**src/assert_macros.svh**
```systemverilog
// Assertion macros used by the top level of the list engine.
`ifndef ASSERT_MACROS_SVH
`define ASSERT_MACROS_SVH

`ifndef SYNTHESIS

// Property holds at every clock edge outside reset.
`define ASSERT_ALWAYS(lbl, clk, rstn, prop) \
  lbl: assert property (@(posedge clk) disable iff (!(rstn)) (prop)) \
    else $error("%m: assertion failed");

// Antecedent in one cycle implies consequent in the same cycle.
`define ASSERT_IMPLY(lbl, clk, rstn, ante, cons) \
  lbl: assert property (@(posedge clk) disable iff (!(rstn)) (ante) |-> (cons)) \
    else $error("%m: implication failed");

// Antecedent in one cycle implies consequent in the next cycle.
`define ASSERT_NEXT(lbl, clk, rstn, ante, cons) \
  lbl: assert property (@(posedge clk) disable iff (!(rstn)) (ante) |=> (cons)) \
    else $error("%m: next-cycle implication failed");

`else

`define ASSERT_ALWAYS(lbl, clk, rstn, prop)
`define ASSERT_IMPLY(lbl, clk, rstn, ante, cons)
`define ASSERT_NEXT(lbl, clk, rstn, ante, cons)

`endif

`endif

```
**src/ovl_pkg.sv**
```systemverilog
// Types and codes of the ordered value list engine.
`timescale 1ns / 1ps
`default_nettype none

package ovl_pkg;

  // command codes; five to seven are unused
  localparam logic [2:0] CMD_APPEND   = 3'd0;
  localparam logic [2:0] CMD_SEARCH   = 3'd1;
  localparam logic [2:0] CMD_DELETE   = 3'd2;
  localparam logic [2:0] CMD_DUMP_FWD = 3'd3;
  localparam logic [2:0] CMD_DUMP_REV = 3'd4;

  typedef enum logic [1:0] {
    ST_DONE    = 2'd0,
    ST_EMPTY   = 2'd1,
    ST_MISSING = 2'd2,
    ST_FULL    = 2'd3
  } status_e;

  // input item
  typedef struct packed {
    logic [2:0]         command;
    logic signed [31:0] value;
  } in_item_t;

  // result item
  typedef struct packed {
    status_e            status;
    logic signed [31:0] item_value;
    logic               last;
  } result_t;

  // controller to datapath commands
  typedef struct packed {
    logic    load;      // latch command and value
    logic    append;    // write value at tail, one result
    logic    reply;     // one immediate result with reply_st
    status_e reply_st;
    logic    scan_init; // clear the scan counters
    logic    scan_en;   // walk the stored entries
  } dp_cmd_t;

  // datapath to controller status
  typedef struct packed {
    logic empty;
    logic full;
    logic scan_done;
  } dp_stat_t;

endpackage

`default_nettype wire

```
**src/ovl_ram.sv**
```systemverilog
// Generic single-write, single-read RAM with registered read data.
`timescale 1ns / 1ps
`default_nettype none

module ovl_ram #(
  parameter int Width = 32,
  parameter int Depth = 16,
  localparam int AddrW = (Depth > 1) ? $clog2(Depth) : 1
) (
  input  wire logic             clk_i,
  input  wire logic             we_i,
  input  wire logic [AddrW-1:0] waddr_i,
  input  wire logic [Width-1:0] wdata_i,
  input  wire logic             re_i,
  input  wire logic [AddrW-1:0] raddr_i,
  output logic      [Width-1:0] rdata_o
);

  logic [Width-1:0] mem_q [Depth];
  logic [Width-1:0] rdata_q;

  // write port
  always_ff @(posedge clk_i) begin
    if (we_i) begin
      mem_q[waddr_i] <= wdata_i;
    end
  end

  // registered read port
  always_ff @(posedge clk_i) begin
    if (re_i) begin
      rdata_q <= mem_q[raddr_i];
    end
  end

  assign rdata_o = rdata_q;

endmodule

`default_nettype wire

```
**src/ovl_ctrl.sv**
```systemverilog
// Controller state machine: decodes commands and sequences entry scans.
`timescale 1ns / 1ps
`default_nettype none

module ovl_ctrl (
  input  wire logic              clk_i,
  input  wire logic              rst_ni,
  input  wire logic              start,
  input  wire logic [2:0]        command_i,
  input  wire ovl_pkg::dp_stat_t stat_i,
  output ovl_pkg::dp_cmd_t       cmd_o,
  output logic                   busy
);

  typedef enum logic [1:0] {
    S_IDLE = 2'b01,
    S_SCAN = 2'b10
  } state_e;

  state_e state_q, state_d;

  // next state and datapath commands
  always_comb begin
    cmd_o   = '0;
    state_d = state_q;
    case (state_q)
      S_IDLE: begin
        if (start) begin
          cmd_o.load = 1'b1;
          case (command_i)
            ovl_pkg::CMD_APPEND: begin
              if (stat_i.full) begin
                cmd_o.reply    = 1'b1;
                cmd_o.reply_st = ovl_pkg::ST_FULL;
              end else begin
                cmd_o.append = 1'b1;
              end
            end
            ovl_pkg::CMD_SEARCH, ovl_pkg::CMD_DELETE,
            ovl_pkg::CMD_DUMP_FWD, ovl_pkg::CMD_DUMP_REV: begin
              if (stat_i.empty) begin
                cmd_o.reply    = 1'b1;
                cmd_o.reply_st = ovl_pkg::ST_EMPTY;
              end else begin
                cmd_o.scan_init = 1'b1;
                state_d         = S_SCAN;
              end
            end
            default: begin
              // unused code: dropped without a result
            end
          endcase
        end
      end
      S_SCAN: begin
        cmd_o.scan_en = 1'b1;
        if (stat_i.scan_done) begin
          state_d = S_IDLE;
        end
      end
      default: begin
        state_d = S_IDLE;
      end
    endcase
  end

  // state register
  always_ff @(posedge clk_i or negedge rst_ni) begin
    if (!rst_ni) begin
      state_q <= S_IDLE;
    end else begin
      state_q <= state_d;
    end
  end

  assign busy = (state_q != S_IDLE);

endmodule

`default_nettype wire

```
**src/ovl_dp.sv**
```systemverilog
// Datapath: entry store, count, scan pipeline and result register.
`timescale 1ns / 1ps
`default_nettype none

module ovl_dp #(
  parameter int Depth = 16
) (
  input  wire logic              clk_i,
  input  wire logic              rst_ni,
  input  wire ovl_pkg::dp_cmd_t  cmd_i,
  input  wire ovl_pkg::in_item_t in_i,
  output ovl_pkg::dp_stat_t      stat_o,
  output logic                   res_valid_o,
  output ovl_pkg::result_t       res_o
);

  localparam int AW = (Depth > 1) ? $clog2(Depth) : 1;
  localparam int CW = $clog2(Depth + 1);
  localparam logic [CW-1:0] One  = CW'(1);
  localparam logic [CW-1:0] Full = CW'(Depth);

  logic [CW-1:0]    count_q, count_d;
  logic [2:0]       op_q;
  logic [31:0]      value_q;
  logic [CW-1:0]    rd_k_q;
  logic [CW-1:0]    cmp_k_q;
  logic             cmp_vld_q;
  logic             found_q;
  logic             res_valid_q, res_valid_d;
  ovl_pkg::result_t res_q, res_d;

  logic             is_dump, is_rev, is_del;
  logic             rd_en, we, match, hit, last_cmp;
  logic [CW-1:0]    rev_k, km1, last_k;
  logic [AW-1:0]    raddr, waddr;
  logic [31:0]      wdata, rdata;

  assign is_dump = (op_q == ovl_pkg::CMD_DUMP_FWD) || (op_q == ovl_pkg::CMD_DUMP_REV);
  assign is_rev  = (op_q == ovl_pkg::CMD_DUMP_REV);
  assign is_del  = (op_q == ovl_pkg::CMD_DELETE);

  // read issue: one entry per cycle, head to tail or tail to head
  assign last_k = count_q - One;
  assign rev_k  = last_k - rd_k_q;
  assign rd_en  = cmd_i.scan_en && (rd_k_q < count_q);
  assign raddr  = is_rev ? rev_k[AW-1:0] : rd_k_q[AW-1:0];

  // compare stage on the registered read data
  assign match    = (rdata == value_q);
  assign hit      = found_q || match;
  assign last_cmp = cmp_vld_q && (cmp_k_q == last_k);

  // write: tail append, or close the gap behind a deleted entry
  assign km1   = cmp_k_q - One;
  assign we    = cmd_i.append || (cmp_vld_q && found_q && is_del);
  assign waddr = cmd_i.append ? count_q[AW-1:0] : km1[AW-1:0];
  assign wdata = cmd_i.append ? in_i.value : rdata;

  ovl_ram #(
    .Width(32),
    .Depth(Depth)
  ) u_ram (
    .clk_i  (clk_i),
    .we_i   (we),
    .waddr_i(waddr),
    .wdata_i(wdata),
    .re_i   (rd_en),
    .raddr_i(raddr),
    .rdata_o(rdata)
  );

  // count and result selection
  always_comb begin
    count_d     = count_q;
    res_valid_d = 1'b0;
    res_d       = res_q;
    if (cmd_i.append) begin
      count_d          = count_q + One;
      res_valid_d      = 1'b1;
      res_d.status     = ovl_pkg::ST_DONE;
      res_d.item_value = in_i.value;
      res_d.last       = 1'b1;
    end else if (cmd_i.reply) begin
      res_valid_d      = 1'b1;
      res_d.status     = cmd_i.reply_st;
      res_d.item_value = in_i.value;
      res_d.last       = 1'b1;
    end else if (cmp_vld_q) begin
      if (is_dump) begin
        res_valid_d      = 1'b1;
        res_d.status     = ovl_pkg::ST_DONE;
        res_d.item_value = rdata;
        res_d.last       = last_cmp;
      end else if (last_cmp) begin
        res_valid_d      = 1'b1;
        res_d.status     = hit ? ovl_pkg::ST_DONE : ovl_pkg::ST_MISSING;
        res_d.item_value = value_q;
        res_d.last       = 1'b1;
        if (is_del && hit) begin
          count_d = last_k;
        end
      end
    end
  end

  // control registers
  always_ff @(posedge clk_i or negedge rst_ni) begin
    if (!rst_ni) begin
      count_q     <= '0;
      cmp_vld_q   <= 1'b0;
      res_valid_q <= 1'b0;
    end else begin
      count_q     <= count_d;
      cmp_vld_q   <= rd_en;
      res_valid_q <= res_valid_d;
    end
  end

  // payload and scan registers
  always_ff @(posedge clk_i) begin
    res_q <= res_d;
    if (cmd_i.load) begin
      op_q    <= in_i.command;
      value_q <= in_i.value;
    end
    if (cmd_i.scan_init) begin
      rd_k_q  <= '0;
      found_q <= 1'b0;
    end else begin
      if (rd_en) begin
        rd_k_q <= rd_k_q + One;
      end
      if (cmp_vld_q && match) begin
        found_q <= 1'b1;
      end
    end
    cmp_k_q <= rd_k_q;
  end

  assign stat_o.empty     = (count_q == '0);
  assign stat_o.full      = (count_q == Full);
  assign stat_o.scan_done = last_cmp;
  assign res_valid_o      = res_valid_q;
  assign res_o            = res_q;

endmodule

`default_nettype wire

```
**src/ordered_value_list_engine.sv**
```systemverilog
// Top level of the ordered value list engine.
//
//   channel   signals                       handshake
//   command   start, busy, in_i             taken when start high, busy low
//   result    res_valid_o, res_o            one-cycle strobe, never stalled
//
// Append, and any command answered at once (full, empty), gives its result
// in the cycle after it is taken; busy stays low.
// Search, delete and dumps walk all stored entries through the RAM read
// port, one entry per cycle, while busy is high; the last result shows
// in the first cycle with busy low again. Unused codes are taken and dropped.
// Reset clears the entry count; the entry store itself is not cleared.
// The receiver cannot stall: each result is shown for one cycle only.
`timescale 1ns / 1ps
`default_nettype none
`include "assert_macros.svh"

module ordered_value_list_engine #(
  parameter int DEPTH = 16
) (
  input  wire logic              clk_i,
  input  wire logic              rst_ni,
  input  wire logic              start,
  output logic                   busy,
  input  wire ovl_pkg::in_item_t in_i,
  output logic                   res_valid_o,
  output ovl_pkg::result_t       res_o
);

  ovl_pkg::dp_cmd_t  dp_cmd;
  ovl_pkg::dp_stat_t dp_stat;

  ovl_ctrl u_ctrl (
    .clk_i    (clk_i),
    .rst_ni   (rst_ni),
    .start    (start),
    .command_i(in_i.command),
    .stat_i   (dp_stat),
    .cmd_o    (dp_cmd),
    .busy     (busy)
  );

  ovl_dp #(
    .Depth(DEPTH)
  ) u_dp (
    .clk_i      (clk_i),
    .rst_ni     (rst_ni),
    .cmd_i      (dp_cmd),
    .in_i       (in_i),
    .stat_o     (dp_stat),
    .res_valid_o(res_valid_o),
    .res_o      (res_o)
  );

  // an accepted append is answered in the next cycle with a last result
  `ASSERT_NEXT(a_append_reply, clk_i, rst_ni, start && !busy && (in_i.command == ovl_pkg::CMD_APPEND), res_valid_o && res_o.last)

  // a scan only finishes while the controller is busy
  `ASSERT_IMPLY(a_scan_busy, clk_i, rst_ni, dp_stat.scan_done, busy)

  // a non-final dump result means the walk is still going
  `ASSERT_IMPLY(a_dump_busy, clk_i, rst_ni, res_valid_o && !res_o.last, busy && (res_o.status == ovl_pkg::ST_DONE))

  // the list can never be full and empty at once
  `ASSERT_ALWAYS(a_full_empty, clk_i, rst_ni, !(dp_stat.full && dp_stat.empty))

endmodule

`default_nettype wire
```
**config.mk**
```make
export PLATFORM = sky130hd
export DESIGN_NAME = ordered_value_list_engine
export DESIGN_NICKNAME = d
export VERILOG_FILES = /design/src/ovl_pkg.sv /design/src/ovl_ram.sv /design/src/ovl_ctrl.sv /design/src/ovl_dp.sv /design/src/ordered_value_list_engine.sv
export VERILOG_INCLUDE_DIRS = /design/src /design/src/src
export SDC_FILE = /design/constraint.sdc
export NUM_CORES = 1
export LEC_CHECK = 0
export BUFFER_PORTS_ARGS = -buffer_cell sky130_fd_sc_hd__buf_2
export CORE_AREA = 2 2 250 190
export CTS_BUF_LIST = sky130_fd_sc_hd__clkbuf_2
export CTS_CLUSTER_SIZE = 10
export DETAILED_ROUTE_END_ITERATION = 10
export DIE_AREA = 0 0 252 192
export PLACE_DENSITY = 0.82
export SKIP_CTS_REPAIR_TIMING = 1
export SYNTH_ARGS = -nofsm -noshare
export SYNTH_HDL_FRONTEND = slang
export SYNTH_HIERARCHICAL = 1
export SYNTH_SLANG_ARGS = --single-unit
export TNS_END_PERCENT = 10
```
**constraint.sdc**
```tcl
create_clock -name clk_i -period 10.3 [get_ports clk_i]
set_input_delay 1.03 -clock clk_i [delete_from_list [all_inputs] [get_ports clk_i]]
set_output_delay 1.03 -clock clk_i [all_outputs]
set_load 0.005 [all_outputs]
```
### Word level (Yosys, flattened, before mapping)

Memories as Yosys holds them, arrays and structs flattened. A register that Yosys moved wholly into a read port is not among the register bits.
Cells that the tools add are included.
W data, S select, Z words.

* register bits after elaboration: 90
* memory bits (writable): 512
* output and inout bits: 37
* logic and storage cells: 101
* memories: 1

Memory list
* u_dp.u_ram.mem_q: words 16, width 32, read ports 1, clocked after Yosys merged registers in 1, write ports 1, RTL line ovl_ram.sv:19 `logic [Width-1:0] mem_q [Depth];`

* reductions and logical operators: 26
* magnitude comparators: 1
* equal/unequal tests: 19
* add/sub/neg operators: 5
* multiplexer cells: 37

Operator list (number)
* $mux W35: 4
* $mux W33: 1
* $eq A32 B32 Y1: 1
* $mux W32: 1
* $mux W5: 6
* $eq A3 B2 Y1 const B: 4
* $mux W1: 12
* $mux W6: 2
* $add A5 B1 Y5 const B: 2
* $mux W2: 5
* $reduce_bool A2 Y1: 5
* $mux W4: 2
* $ne A2 B1 Y1 const B: 4
* $eq A3 B3 Y1 const B: 2
* $logic_and A1 B1 Y1: 6
* $mux W3: 2
* $ne A2 B2 Y1 const B: 3
* $pmux W3 S2: 1
* $reduce_and A2 Y1: 3
* $reduce_bool A3 Y1: 2
* $eq A5 B5 Y1: 1
* $eq A5 B5 Y1 const B: 1
* $logic_not A5 Y1: 1
* $lt A5 B5 Y1: 1
* other kinds (14): 16

### Depth between registers and ports, before layout

* depth in word-level cells: 9
* depth in mapped cells: 14
* gate-level depth less buffers: 12

### Hierarchy

The synthesis kept the hierarchy.

Modules (own cells, without submodules)
* ovl_ram: instances 1, sequential area each 16335.7 um2, cells each 838, area an instance 20155.6 um2
* ovl_dp: instances 1, sequential area each 2467.4 um2, cells each 406, area an instance 4760.8 um2
* ovl_ctrl: instances 1, sequential area each 51.3 um2, cells each 18, area an instance 161.4 um2

### Worst setup path after synthesis

OpenSTA, ideal clock, no wires.

* path type: input-to-reg
* from: in start
* to: mem u_dp.u_ram.mem_q[0][0], enable pin
* stages: 9
* path slack: 4.393 ns
* data arrival time: 5.446 ns
* cell sequence: and3b_2 -> nand2_1 -> nor2_1 -> clkbuf_1 -> clkbuf_1 -> inv_1 -> mux2i_1 -> or3b_2 -> nor3_1

RTL lines
* start, declared: RTL line ordered_value_list_engine.sv:23 `input wire logic start,`
* end, declared: RTL line ovl_ram.sv:19

==> impl_metrics.tcl <==
set metrics [dict create \
    run_status "finished, final reports clean" \
    ir_worst_vdd_mv 0.117 \
    power_density_nw_per_um2 159 \
    final_cell_mix "edfxtp_1, clkbuf_2, mux4_2, nand2_1, buf_2" \
    antenna_left 0 \
    startpoint_type "register" \
    fin_skew_ns 0.0949 \
    grt_pass1_vias 13500 \
    crit_family "simple AND/OR/NAND/NOR gates" \
    period_needed_ns 5.05 \
    maxCapViolCount 0 \
    drtIter0Drc 1715 \
    cts_max_level 4 \
    cts-root-buf "clkbuf_2" \
    rsz0062_at_grt "no" \
    fp-row-count 68 \
    cp-end-kind "register" \
    syn_avg_cell_area_um2 19.9 \
    place_congestion 0.820 \
    worst_pin_slew_ns 1.32 \
    slew_headroom_pct 11.5 \
    hold_class "in2reg" \
    syn-cell-area_um2 25100 \
    cts_tree "done" \
    rrSetupSlack_ns 5.25 \
    maxSlewViolCount 0 \
    die_width_um 252 \
    layout_commonest_cell "edfxtp_1" \
    port_buffers 74 \
    yosysWarnings 6 \
    drive_gt1_share_pct 32.8 \
    initial_core_util_pct 54.8 \
    ys_seq_elements 634 \
    finalCritPeriodShare_pct 49.1 \
    cp.arrival_ns 5.70 \
    worstSetupStartpoint "u_ctrl/state_q[0]$_DFFE_PN1P_" \
    hold_viol 0 \
    cpPeakStageDelay_ns 1.11 \
    syn2layout_area_growth_pct 9.73 \
    fp.coreArea_um2 45800 \
    reg2reg_depth 9 \
    n_fill_cell 3232 \
    crit_path_cell_trace "and3b_2, buf_4, nand2_1, nor2_4, buf_4, inv_1, mux2i_1, nand2_1, nor2_4" \
    endpoint "u_dp/u_ram/mem_q[15][3]$_DFFE_PP_" \
    crit_cells 9 \
    cp_slowest_cell "nor2_4" \
    dpl_cell_area_um2 26200 \
    fp.dieH_um 192 \
    gr-usage-all-layers_pct 23.9 \
    r2r-start "u_ctrl/state_q[0]$_DFFE_PN1P_" \
    synth_ff_type "edfxtp_1" \
    ys_seq_area_share_pct 75.2 \
    regToRegEndpoint "u_dp/u_ram/mem_q[15][3]$_DFFE_PP_" \
    firstDrtPassIters 5 \
    finalSetupTns_ns 0 \
    cp_max_fo 44 \
    yosysUniqueCellTypes 56 \
    synthArstFlopShare_pct 1.42 \
    setup_violations 0 \
    io_pins 75 \
    antenna_found_initial 2 \
    via_count 13300 \
    clk_pin_slew_ns 0.12 \
    wl_per_cell_um 26.6 \
    cellLeakagePower_nw 9.16 \
    drc 0 \
    clkLatencyLatePin_ns 1.11 \
    stdcell_area_um2 27500 \
    crit_required_ns 10.95 \
    num-nets-final 1486 \
    critPathKind "reg2reg" \
    clock-sinks 634 \
    syn_nets 1313 \
    totalWireLength_um 56700 \
    synth_edf_count 611 \
    die-area_um2 48400 \
    hpwl_um 32400 \
    clockBufferDepth 3 \
    grt_start_max_net_pins 129 \
    fmaxAchievable_mhz 198 \
    numCtsBuffers 142 \
    via_per_inst 6.23 \
    netlist_instances 1262 \
    overflow 0 \
    grt_pass1_wl_um 83600 \
    critPathBufInv 3 \
]
-- per-layer routing --
layer / wire length [µm] / part of all wire, % / track usage, % / vias up
met2: 27000 / 48 / 36.9 / 839
met4: 1210 / 2.1 / 8.26 / 0
li1: - / - / - / 5570
met1: 22500 / 40 / 33.7 / 6778
met3: 6050 / 11 / 5.98 / 89
met5: 0 / 0 / 0 / -
-- flip-flops by register name, summed over array words and instances (netlist names), 2 cells and up --
register            count
u_ctrl/state_q          2
u_dp/cmp_k_q            5
u_dp/count_q            5
u_dp/op_q               3
u_dp/rd_k_q             5
u_dp/res_o             35
u_dp/u_ram/mem_q      512
u_dp/u_ram/rdata_o     32
u_dp/value_q           32
-- cell families after synthesis --
logic type                 count (synthesis)  synth area share [%]
DFF                                      634                  75.2
muxes                                    195                  14.3
and+or+nand+nor                          157                  3.00
AOI/OAI and AO/OA                        134                  3.57
buffers and inverters                     80                  1.47
xor gates and xnor gates                  49                  1.77
adders and majority gates                 13                 0.679
-- how the worst min path moves through the flow --
stage | start | to | depth (start not counted)
6_report | in_i[16] | u_dp/value_q[16]$_DFFE_PP_ | 1
5_1_grt | in_i[29] | u_dp/value_q[29]$_DFFE_PP_ | 1
4_1_cts | rst_ni | u_ctrl/state_q[1]$_DFFE_PN0P_ | 1
3_5_place_dp | u_dp/rd_k_q[4]$_SDFFE_PP0P_ | u_dp/cmp_k_q[4]$_DFF_P_ | 0
3_3_place_gp | u_dp/rd_k_q[4]$_SDFFE_PP0P_ | u_dp/cmp_k_q[4]$_DFF_P_ | 0
2_1_floorplan | u_dp/rd_k_q[4]$_SDFFE_PP0P_ | u_dp/cmp_k_q[4]$_DFF_P_ | 0
-- stage by stage --
step | worst slack [ns] | util [%] | hold slack [ns] | power, W | std cells
detailed placement | 4.86 | 57.3 | 0.384 | 0.00285 | 1885
global route | 5.04 | 60.1 | 0.0424 | 0.00454 | 2132
finish | 5.25 | 60.1 | 0.132 | 0.00437 | 2132
CTS | 5.30 | 60.1 | -0.338 | 0.00440 | 2129
floorplan | 4.39 | - | 0.363 | 0.00284 | 1262
global placement | 5.01 | 57.3 | 0.381 | 0.00285 | 1885
-- synthesized netlist by cell type (13+ instances only) --
master	instances	area, µm²
mux2i_1	35	350
mux4_2	128	2880
mux2_2	32	360
o21ai_1	13	65.1
clkbuf_1	29	109
dfxtp_1	14	280
nand2_1	82	308
edfxtp_1	611	18300
inv_1	17	63.8
nor2_1	22	82.6
a22oi_1	64	480
buf_4	15	113
o21ai_0	28	140
xor2_1	37	324
-- area by class of cell --
class | instances | area [µm²] | area share (%)
multi-input combinational | 548 | 6040 | 21.9
tap | 595 | 744 | 2.71
timing repair buffer | 92 | 520 | 1.89
inverter | 17 | 63.8 | 0.232
sequential | 634 | 18900 | 68.5
clock buffer | 205 | 1030 | 3.73
clock inverter | 39 | 264 | 0.959
antenna | 2 | 5.00 | 0.0182
-- power by group --
| group | total, W | switching, W | internal [W] | leakage, nW |
|---|---|---|---|---|
| Clock | 0.00157 | 0.000943 | 0.000629 | 0.969 |
| Sequential | 0.00278 | 0 | 0.00278 | 5.65 |
| Combinational | 0.0000147 | 0.00000893 | 0.00000581 | 2.54 |
| Total | 0.00437 | 0.000952 | 0.00342 | 9.16 |
Note: power is estimated with default switching activity, not from simulation.
